File: src/design/dcm_pkg.sv
// Shared types and constants for the density colour-map pixel pipeline.
// Depends on nothing; imported by the normaliser, the map stage and the top level.
`default_nettype none

package dcm_pkg;

  // Fraction bits of the incoming density sample.
  localparam int FRAC_BITS = 8;
  localparam int DENS_W    = 24;
  localparam int LEVEL_W   = 17;  // Q1.16 level, 65536 means exactly one

  // Clamp ceiling, 255.0 in the sample's fixed-point format.
  localparam logic [DENS_W-1:0] DENS_TOP = DENS_W'(255 << FRAC_BITS);
  localparam int NORM_LSH = 16 - FRAC_BITS;

  // Reciprocal of 255, rounded up, scaled by two to the NORM_SHIFT.
  localparam int NORM_SHIFT = 32;
  localparam logic [63:0] NORM_MUL_64 = ((64'd1 << NORM_SHIFT) + 64'd254) / 64'd255;
  localparam logic [24:0] NORM_MUL = NORM_MUL_64[24:0];

  localparam logic [LEVEL_W-1:0] ONE_Q16  = 17'd65536;
  localparam logic [LEVEL_W-1:0] HALF_Q16 = 17'd32768;
  localparam logic [LEVEL_W-1:0] HEAT_T1  = 17'd21627;
  localparam logic [LEVEL_W-1:0] HEAT_T2  = 17'd43254;

  // 255 / segment width, rounded up, scaled by two to the SCALE_SHIFT.
  localparam int SCALE_SHIFT = 34;
  localparam logic [63:0] HEAT_LO_MUL_64 =
    ((64'd255 << SCALE_SHIFT) + 64'd21626) / 64'd21627;
  localparam logic [63:0] HEAT_HI_MUL_64 =
    ((64'd255 << SCALE_SHIFT) + 64'd22281) / 64'd22282;
  localparam logic [27:0] HEAT_LO_MUL = HEAT_LO_MUL_64[27:0];
  localparam logic [27:0] HEAT_HI_MUL = HEAT_HI_MUL_64[27:0];

  typedef enum logic [1:0] {
    MAP_HEAT     = 2'd0,
    MAP_COOLWARM = 2'd1,
    MAP_VIRIDIS  = 2'd2,
    MAP_RAINBOW  = 2'd3
  } color_map_t;

  typedef struct packed {
    logic [7:0] red;
    logic [7:0] green;
    logic [7:0] blue;
  } rgb_t;

endpackage

`default_nettype wire

File: src/design/dcm_norm.sv
// Clamp of the density sample and normalisation to a Q1.16 level.
// Depends on dcm_pkg.
`default_nettype none

module dcm_norm (
  input  logic [dcm_pkg::DENS_W-1:0]  density_value,
  input  logic                        solid_cell,
  output logic [dcm_pkg::LEVEL_W-1:0] level
);
  import dcm_pkg::*;

  logic [DENS_W-1:0] dens_clamped;
  logic [DENS_W-1:0] dens_scaled;
  logic [48:0]       norm_prod;

  // Solid cells and negative samples read as zero density.
  always_comb begin
    if (solid_cell || density_value[DENS_W-1]) begin
      dens_clamped = '0;
    end else if (density_value > DENS_TOP) begin
      dens_clamped = DENS_TOP;
    end else begin
      dens_clamped = density_value;
    end
  end

  // The scaled value never exceeds 255 times 65536, so it fits in 24 bits,
  // and the rounded-up reciprocal gives the exact floor of it over 255.
  assign dens_scaled = dens_clamped << NORM_LSH;
  assign norm_prod   = 49'(dens_scaled) * 49'(NORM_MUL);
  assign level       = norm_prod[NORM_SHIFT+LEVEL_W-1:NORM_SHIFT];

endmodule

`default_nettype wire

File: src/design/dcm_map.sv
// Colour map stage: turns a Q1.16 level into RGB for the selected map.
// Depends on dcm_pkg; the solid-cell inversion is applied here as well.
`default_nettype none

module dcm_map (
  input  dcm_pkg::color_map_t         map_sel,
  input  logic [dcm_pkg::LEVEL_W-1:0] level,
  input  logic                        solid_cell,
  output dcm_pkg::rgb_t               pixel
);
  import dcm_pkg::*;

  logic               heat_lo;
  logic               heat_mid;
  logic [LEVEL_W-1:0] heat_x;
  logic [27:0]        heat_mul;
  logic [44:0]        heat_prod;
  logic [7:0]         heat_ch;

  logic               cw_lo;
  logic [LEVEL_W-1:0] cw_x;
  logic [24:0]        cw_prod;
  logic [7:0]         cw_ch;

  logic [24:0]        vir_r_prod;
  logic [24:0]        vir_g_prod;
  logic [24:0]        vir_b_prod;

  logic [19:0]        hue;
  logic [3:0]         sextant;
  logic [LEVEL_W-1:0] hue_x;
  logic [24:0]        hue_prod;
  logic [7:0]         hue_ch;

  rgb_t heat_rgb, cw_rgb, vir_rgb, hue_rgb, map_rgb;

  // Heat: one shared multiplier, the segment picks its offset and slope.
  assign heat_lo   = level < HEAT_T1;
  assign heat_mid  = level < HEAT_T2;
  assign heat_x    = heat_lo ? level : (heat_mid ? level - HEAT_T1 : level - HEAT_T2);
  assign heat_mul  = (heat_lo || heat_mid) ? HEAT_LO_MUL : HEAT_HI_MUL;
  assign heat_prod = 45'(heat_x) * 45'(heat_mul);
  assign heat_ch   = heat_prod[SCALE_SHIFT+7:SCALE_SHIFT];

  always_comb begin
    if (heat_lo) begin
      heat_rgb = '{red: heat_ch, green: 8'd0, blue: 8'd0};
    end else if (heat_mid) begin
      heat_rgb = '{red: 8'd255, green: heat_ch, blue: 8'd0};
    end else begin
      heat_rgb = '{red: 8'd255, green: 8'd255, blue: heat_ch};
    end
  end

  // Cool-warm: blue to white to red about the midpoint.
  assign cw_lo   = level < HALF_Q16;
  assign cw_x    = cw_lo ? level : ONE_Q16 - level;
  assign cw_prod = 25'(cw_x) * 25'd255;
  assign cw_ch   = cw_prod[22:15];
  assign cw_rgb  = cw_lo ? '{red: cw_ch, green: cw_ch, blue: 8'd255}
                         : '{red: 8'd255, green: cw_ch, blue: cw_ch};

  // Viridis: three straight lines; blue rounds its decrement up.
  assign vir_r_prod = 25'(level) * 25'd185;
  assign vir_g_prod = 25'(level) * 25'd230;
  assign vir_b_prod = 25'(level) * 25'd47 + 25'd65535;
  assign vir_rgb = '{red:   8'd68 + vir_r_prod[23:16],
                     green: 8'd1  + vir_g_prod[23:16],
                     blue:  8'd84 - vir_b_prod[23:16]};

  // Rainbow: the hue is split into a sextant and a ramp within it.
  assign hue      = 20'(level) * 20'd6;
  assign sextant  = hue[19:16];
  assign hue_x    = sextant[0] ? ONE_Q16 - LEVEL_W'(hue[15:0]) : LEVEL_W'(hue[15:0]);
  assign hue_prod = 25'(hue_x) * 25'd255;
  assign hue_ch   = hue_prod[23:16];

  always_comb begin
    case (sextant)
      4'd0:    hue_rgb = '{red: 8'd255, green: hue_ch, blue: 8'd0};
      4'd1:    hue_rgb = '{red: hue_ch, green: 8'd255, blue: 8'd0};
      4'd2:    hue_rgb = '{red: 8'd0, green: 8'd255, blue: hue_ch};
      4'd3:    hue_rgb = '{red: 8'd0, green: hue_ch, blue: 8'd255};
      4'd4:    hue_rgb = '{red: hue_ch, green: 8'd0, blue: 8'd255};
      // Last sextant, and full-scale hue which falls in with it.
      default: hue_rgb = '{red: 8'd255, green: 8'd0, blue: hue_ch};
    endcase
  end

  always_comb begin
    case (map_sel)
      MAP_HEAT:     map_rgb = heat_rgb;
      MAP_COOLWARM: map_rgb = cw_rgb;
      MAP_VIRIDIS:  map_rgb = vir_rgb;
      MAP_RAINBOW:  map_rgb = hue_rgb;
      default:      map_rgb = heat_rgb;
    endcase
  end

  // 255 minus a channel is its bitwise complement.
  assign pixel = solid_cell ? ~map_rgb : map_rgb;

endmodule

`default_nettype wire

File: src/design/density_colormap_pixel.sv
// Density colour-map pixel pipeline, top level.
// An accepted item moves through the input, level and result registers in turn.
// Throughput: one item per cycle while pixel_ready is high; each register holds
// an item and a stall only holds back the stages behind a full one.
// Reset clears every stage's valid flag and selects the heat map.
// Depends on dcm_pkg, dcm_norm and dcm_map.
`default_nettype none

module density_colormap_pixel (
  input  logic                              clk,
  input  logic                              rst,
  // Configuration: colour map select, written whenever cfg_we is high.
  input  logic                              cfg_we,
  input  logic [1:0]                        cfg_wdata,
  // Density samples in.
  input  logic                              density_valid,
  output logic                              density_ready,
  input  logic signed [dcm_pkg::DENS_W-1:0] density_value,
  input  logic                              solid_cell,
  // Pixels out.
  output logic                              pixel_valid,
  input  logic                              pixel_ready,
  output logic [7:0]                        red,
  output logic [7:0]                        green,
  output logic [7:0]                        blue
);
  import dcm_pkg::*;

  color_map_t          color_map;

  // Stage one: the accepted item as it arrived.
  logic                s1_valid;
  logic [DENS_W-1:0]   s1_density;
  logic                s1_solid;

  // Stage two: the normalised level.
  logic                s2_valid;
  logic [LEVEL_W-1:0]  s2_level;
  logic                s2_solid;

  logic                out_free;
  logic                s2_free;
  logic                s1_free;
  logic [LEVEL_W-1:0]  level_next;
  rgb_t                pixel_next;

  // A stage may take a new item when it is empty or its item moves on in
  // the same cycle, so bubbles close up and a full pipe still streams.
  assign out_free      = !pixel_valid || pixel_ready;
  assign s2_free       = !s2_valid || out_free;
  assign s1_free       = !s1_valid || s2_free;
  assign density_ready = s1_free;

  dcm_norm u_norm (
    .density_value (s1_density),
    .solid_cell    (s1_solid),
    .level         (level_next)
  );

  dcm_map u_map (
    .map_sel    (color_map),
    .level      (s2_level),
    .solid_cell (s2_solid),
    .pixel      (pixel_next)
  );

  // Control state: the map select and the stage valid flags.
  always_ff @(posedge clk) begin
    if (rst) begin
      color_map   <= MAP_HEAT;
      s1_valid    <= 1'b0;
      s2_valid    <= 1'b0;
      pixel_valid <= 1'b0;
    end else begin
      if (cfg_we) begin
        color_map <= color_map_t'(cfg_wdata);
      end
      if (s1_free) begin
        s1_valid <= density_valid;
      end
      if (s2_free) begin
        s2_valid <= s1_valid;
      end
      if (out_free) begin
        pixel_valid <= s2_valid;
      end
    end
  end

  // Payload registers load only when their stage takes an item.
  always_ff @(posedge clk) begin
    if (s1_free && density_valid) begin
      s1_density <= density_value;
      s1_solid   <= solid_cell;
    end
    if (s2_free && s1_valid) begin
      s2_level <= level_next;
      s2_solid <= s1_solid;
    end
    if (out_free && s2_valid) begin
      red   <= pixel_next.red;
      green <= pixel_next.green;
      blue  <= pixel_next.blue;
    end
  end

  // The normalised level never passes exactly one.
  a_level_range: assert property (@(posedge clk) disable iff (rst)
    s2_valid |-> s2_level <= ONE_Q16)
    else $error("normalised level above one");

  // With the result register empty nothing can hold the input back.
  a_ready_when_empty: assert property (@(posedge clk) disable iff (rst)
    !pixel_valid |-> density_ready)
    else $error("input stalled with an empty result register");

  // An accepted item lands in the input stage.
  a_accept_lands: assert property (@(posedge clk) disable iff (rst)
    density_valid && density_ready |=> s1_valid)
    else $error("accepted item lost at the input stage");

  // An item leaving the level stage becomes a result.
  a_level_moves: assert property (@(posedge clk) disable iff (rst)
    s2_valid && out_free |=> pixel_valid)
    else $error("item lost between level stage and result register");

endmodule

`default_nettype wire
File: config.mk
export PLATFORM = sky130hd
export DESIGN_NAME = density_colormap_pixel
export DESIGN_NICKNAME = d
export VERILOG_FILES = /design/src/design/dcm_pkg.sv /design/src/design/dcm_norm.sv /design/src/design/dcm_map.sv /design/src/design/density_colormap_pixel.sv
export SDC_FILE = /design/constraint.sdc
export NUM_CORES = 2
export LEC_CHECK = 0
export BUFFER_PORTS_ARGS = -buffer_cell sky130_fd_sc_hd__buf_2
export CAP_MARGIN = 20
export CELL_PAD_IN_SITES_DETAIL_PLACEMENT = 2
export CELL_PAD_IN_SITES_GLOBAL_PLACEMENT = 2
export CORE_ASPECT_RATIO = 0.9
export CORE_MARGIN = 2
export CORE_UTILIZATION = 47
export CTS_CLUSTER_SIZE = 28
export DETAILED_ROUTE_END_ITERATION = 10
export PLACE_DENSITY = 0.94
export SLEW_MARGIN = 40
export SYNTH_ARGS = -nofsm -noshare
export SYNTH_HDL_FRONTEND = slang
export SYNTH_HIERARCHICAL = 1
export SYNTH_SLANG_ARGS = --single-unit
File: constraint.sdc
create_clock -name clk -period 22.7 [get_ports clk]
set_clock_uncertainty 0.1 [all_clocks]
set_input_delay 2.27 -clock clk [delete_from_list [all_inputs] [get_ports clk]]
set_output_delay 2.27 -clock clk [all_outputs]
set_load 0.01 [all_outputs]
# Yosys cells after proc, flatten, opt, wreduce, memory -nomap -nowiden
# Index checks and enable logic that the tools add are counted.
# W data, S select, Z words.
word_totals:
  out_inout_bits: 26
  regBits: 72
  input_bits: 32
  wordCells: 65
op_classes:
  n_eq_ne: 7
  n_lt_le_gt_ge: 4
  n_mux: 13
  multipliers: 8
  bitwise: 1
  n_reduce_logical: 13
  addsub: 8
op_table:
  columns: ["operator", "count"]
  rows:
  - ["$pmux W24 S5", 1]
  - ["$pmux W24 S4", 1]
  - ["$mux W24", 3]
  - ["$mux W17", 4]
  - ["$mul A17 B8 Y24 const B", 2]
  - ["$mux W16", 3]
  - ["$mul A17 B28 Y42", 1]
  - ["$mul A16 B24 Y40 const B", 1]
  - ["$lt A17 B16 Y1 const B", 2]
  - ["$mux W27", 1]
  - ["$add A23 B16 Y24 const B", 1]
  - ["$gt A24 B16 Y1 const B", 1]
  - ["$not A24 Y24", 1]
  - ["$mul A17 B6 Y23 const B", 1]
  - ["$mul A17 B7 Y23 const B", 1]
  - ["$mul A17 B8 Y23 const B", 1]
  - ["$mul A17 B2 Y19 const B", 1]
  - ["$lt A17 B15 Y1 const B", 1]
  - ["$sub A17 B15 Y17 const B", 1]
  - ["$sub A17 B16 Y17 const A", 1]
  - ["$sub A17 B16 Y17 const B", 1]
  - ["$sub A17 B17 Y17 const A", 1]
  - ["$add A1 B8 Y8 const A", 1]
  - ["$add A7 B8 Y8 const A", 1]
  - ["11 further kinds", 21]

# Longest topological paths before layout
depth:
  depth_word: 9
  mapped_depth: 38
  ltp_nobuf: 37

# Hierarchy
# The synthesis kept the hierarchy.
modules_own_cells:
  columns: ["module", "seq_area_each_um2", "instances", "cells_each", "area_per_inst_um2"]
  rows:
  - ["dcm_map", 0.0, 1, 2692, 24848.8]
  - ["density_colormap_pixel", 2112.0, 1, 87, 2214.6]
  - ["dcm_norm", 0.0, 1, 264, 2105.8]

# Worst setup path after synthesis
# No wires, ideal clock.
synth_timing:
  path_kind: "flip-flop to flip-flop"
  startpoint: "register s2_level[10]"
  endpoint: "register green[7], data pin"
  setup_time_ns: 0.278
  n_path_buf: 4
  stages_incl_launch_ff: 34
  period_less_slack_ns: 9.393
  required_time_ns: 22.322
  path_slack_ns: 13.307
  arrival_ns: 9.015
  cell_sequence: "edfxtp_1 -> inv_1 -> ha_1 -> nand3_1 -> o211ai_2 -> a31oi_2 -> o21a_1 -> buf_2 -> clkbuf_1 -> nor2_1 -> clkbuf_1 -> clkbuf_1 -> nor2_1 -> fa_1 -> fa_1 -> inv_1 -> fa_1 -> inv_1 -> fa_1 -> fa_1 -> inv_1 -> fa_1 -> inv_1 -> ha_1 -> and4_1 -> a2111o_1 -> o31ai_1 -> a21oi_1 -> o41ai_1 -> xnor2_1 -> xnor3_1 -> and3_1 -> a311oi_2 -> xor2_1"
synth_lines:
  columns: ["item", "line", "rtl"]
  rows:
  - ["start, declared", "density_colormap_pixel.sv:38", "logic [LEVEL_W-1:0] s2_level;"]
  - ["start signal, assigned", "density_colormap_pixel.sv:97", "s2_level <= level_next;"]
  - ["end signal, assigned", "density_colormap_pixel.sv:102", "green <= pixel_next.green;"]
  - ["end, declared", "density_colormap_pixel.sv:24", "output logic [7:0] green,"]

==> flow_summary_export.csv <==
group,metric,value,unit
die,dieArea,64100,um^2
timing,fin_crit_sh,0.583,
run_status,violations,"max-capacitance violations, max-slew violations",
placement,io_buffers,57,
synthesis,syn_area,29200,um^2
die,rows,86,
drt,ant_nets,0,
clocking,cts_tree,"yes",
clocking,cts_buffer_depth,2,
synthesis,syn_area_per_cell,9.59,um^2
synthesis,synth_area_leaders,"fa_1, ha_1, inv_1",
setup_path,worstPathRequired,22.70,ns
run_status,outcome,"complete, but fails checks",
setup_path,crit_path_start_kind,"flop",
timing,tightest_slew,1.72,ns
clocking,post-cts-setup-buffers,0,
grt,grt_pass1_vias,31700,
timing,min_period,13.22,ns
clocking,clockRootBuffer,"clkbuf_16",
min_path,hold_path_depth,0,
synthesis,yosysTopAreaCell,"fa_1",
final_layout,syn_to_final_growth,6.89,%
die,fp.dieW,267,um
drt,drc_errors,0,
synthesis,ys_seq_elements,72,
final_layout,final_cell_area,31200,um^2
timing,hold_viol,0,
timing,relSlewSlack,-0.148,
drt,viasPerCell,7.09,
timing,maxSlewViolCount,8,
min_path,hp-class,"flop to flop",
grt,antenna_found_initial,19,
die,fp.dieH,240,um
die,initial_core_util,0.476,
setup_path,cpPeakStageDelay,1.09,ns
grt,grt_max_degree,31,
clocking,ctsResizeCount,0,
job,maxCapViolCount,3,
setup_path,path_common_cell,"inv_1",
synthesis,synthFlopType,"edfxtp_1",
timing,rsz0062_at_grt,"no",
synthesis,syn_inst,3043,
drt,initialDrtViolationCount,3198,
grt,grt.overflow.total,0,
final_layout,drive_above_1_share,0.0655,
setup_path,path_max_fanout,17,
drt,via_count,27700,
clocking,cts-htree-levels,3,
final_layout,final_nets,4169,
setup_path,crit_path_end_kind,"flop",
drt,wl_per_cell,40.7,um
clocking,clock_latency,0.39,ns
die,io_pins,58,
clocking,cts.sinks,72,
setup_path,slowest_stage,"xnor2_1",
synthesis,ys_types,115,
final_layout,final_cell_mix,"inv_1, ha_1, fa_1, nand2_1, a21oi_1",
synthesis,async_flop_share,0,
synthesis,yosys_warnings,6,
drt,first_pass_iters,8,
clocking,numCtsBuffers,9,
placement,place.gp.congestion,1.00,
setup_path,critPathArrivalTime,13.22,ns
drt,drt-total-wl,159,mm
placement,dpl-instance-area,30600,um^2
final_layout,fillers,6302,
grt,grt_usage,0.471,
timing,max_freq,0.0756,GHz
die,core,61300,um^2
clocking,cts_hold_buf,0,
setup_path,reg2reg_depth,34,
synthesis,synth_edf_count,67,
synthesis,netlist.area_leader.share,0.336,
timing,report.final.setup_viol,0,
clocking,path_clk_slew,0.08,ns
final_layout,mostFrequentLayoutCell,"inv_1",
setup_path,crit_type,"flop to flop",
synthesis,yosysSeqAreaShare,0.0724,
grt,grt_pass1_wl,215,mm
placement,dp_hpwl,114,mm
timing,setup_tns,0,ns
==> metal layers <==
layer / vias up / GRT usage / share of wire
met2: 2483 / 0.774 / 0.44
met1: 13700 / 0.468 / 0.32
li1: 10100 / - / -
met3: 1370 / 0.156 / 0.11
met5: - / 0.0208 / 0.0023
met4: 18 / 0.452 / 0.12
==> logic make-up (layout without fill, tap and decap cells) <==
| family | Yosys count | after routing | synth area share |
|---|---|---|---|
| xor gates and xnor gates | 154 | 154 | 0.0479 |
| buffers and inverters | 762 | 817 | 0.0993 |
| muxes | 14 | 14 | 0.00485 |
| AOI/OAI and AO/OA | 514 | 514 | 0.123 |
| adders and majority gates | 1030 | 1030 | 0.568 |
| and+or+nand+nor | 495 | 495 | 0.0850 |
| DFF | 72 | 72 | 0.0724 |
| other | 2 | 22 | 0.000257 |
==> registers in the layout (all words and copies together), names as in the netlist, 2 cells and up <==
signal and count:
green 8, color_map 2, s2_level 17, blue 8
s1_density 24, red 8
==> synthesized netlist by cell type, types with 8 or more instances <==
| library cell | number |
|---|---|
| nor2b_1 | 15 |
| or3_1 | 12 |
| o21ai_0 | 83 |
| nor3_1 | 29 |
| o21ai_1 | 18 |
| xnor2_1 | 107 |
| and3_1 | 17 |
| a31oi_1 | 18 |
| nand4_1 | 28 |
| o21a_1 | 22 |
| and4_1 | 8 |
| nand2_1 | 141 |
| clkbuf_1 | 37 |
| o211ai_1 | 17 |
| a211oi_1 | 23 |
| nand2b_1 | 8 |
| fa_1 | 489 |
| inv_1 | 707 |
| mux2i_1 | 13 |
| ha_1 | 540 |
| a211o_1 | 11 |
| a21oi_1 | 129 |
| edfxtp_1 | 67 |
| nand3_1 | 29 |
| a21o_1 | 50 |
| o2111ai_1 | 8 |
| and2_1 | 21 |
| o21bai_1 | 10 |
| nor2_1 | 129 |
| o31a_1 | 8 |
| xor2_1 | 43 |
| o31ai_1 | 9 |
==> final timing paths <==
kind | start | to | slack [ns]
max | s2_level[9] | blue[7] | 9.48
min | s1_solid | s2_solid | 0.47
max reg2reg | s2_level[9] | blue[7] | 9.48
min reg2reg | s1_solid | s2_solid | 0.47
==> worst max-delay path: cells and delay by family (launching register included) <==
kind            cells  cell delay, ns
compound gates      9            3.00
flops               1            0.42
mux                 1            0.22
buf+inv             7            1.72
simple gates        5            1.43
xor+xnor            4            2.18
fa+ha+maj           8            3.84
==> through the flow <==
step / instances / worst slack, ns / hold WS, ns / util
3_5_place_dp: 3883 / 10.35 / 0.421 / 0.499
4_1_cts: 3899 / 10.07 / 0.474 / 0.505
5_1_grt: 3906 / 9.47 / 0.488 / 0.508
2_1_floorplan: 3058 / 13.31 / 0.352 / -
3_3_place_gp: 3882 / 11.11 / 0.389 / 0.497
6_report: 3910 / 9.48 / 0.465 / 0.508
==> area by class of cell <==
| type | count | area (um^2) | share of cell area |
|---|---|---|---|
| Clock inverter | 7 | 110 | 0.00353 |
| Tap cell | 792 | 991 | 0.0318 |
| Antenna cell | 5 | 12.5 | 0.000401 |
| Multi-Input combinational cell | 2224 | 24500 | 0.786 |
| Sequential cell | 72 | 2110 | 0.0677 |
| Inverter | 711 | 2670 | 0.0856 |
| Clock buffer | 9 | 225 | 0.00722 |
| Timing Repair Buffer | 90 | 556 | 0.0178 |
Power is left out: the tool's default activity adds up to more than one toggle a clock period on the data nets, which glitch-free logic cannot reach.
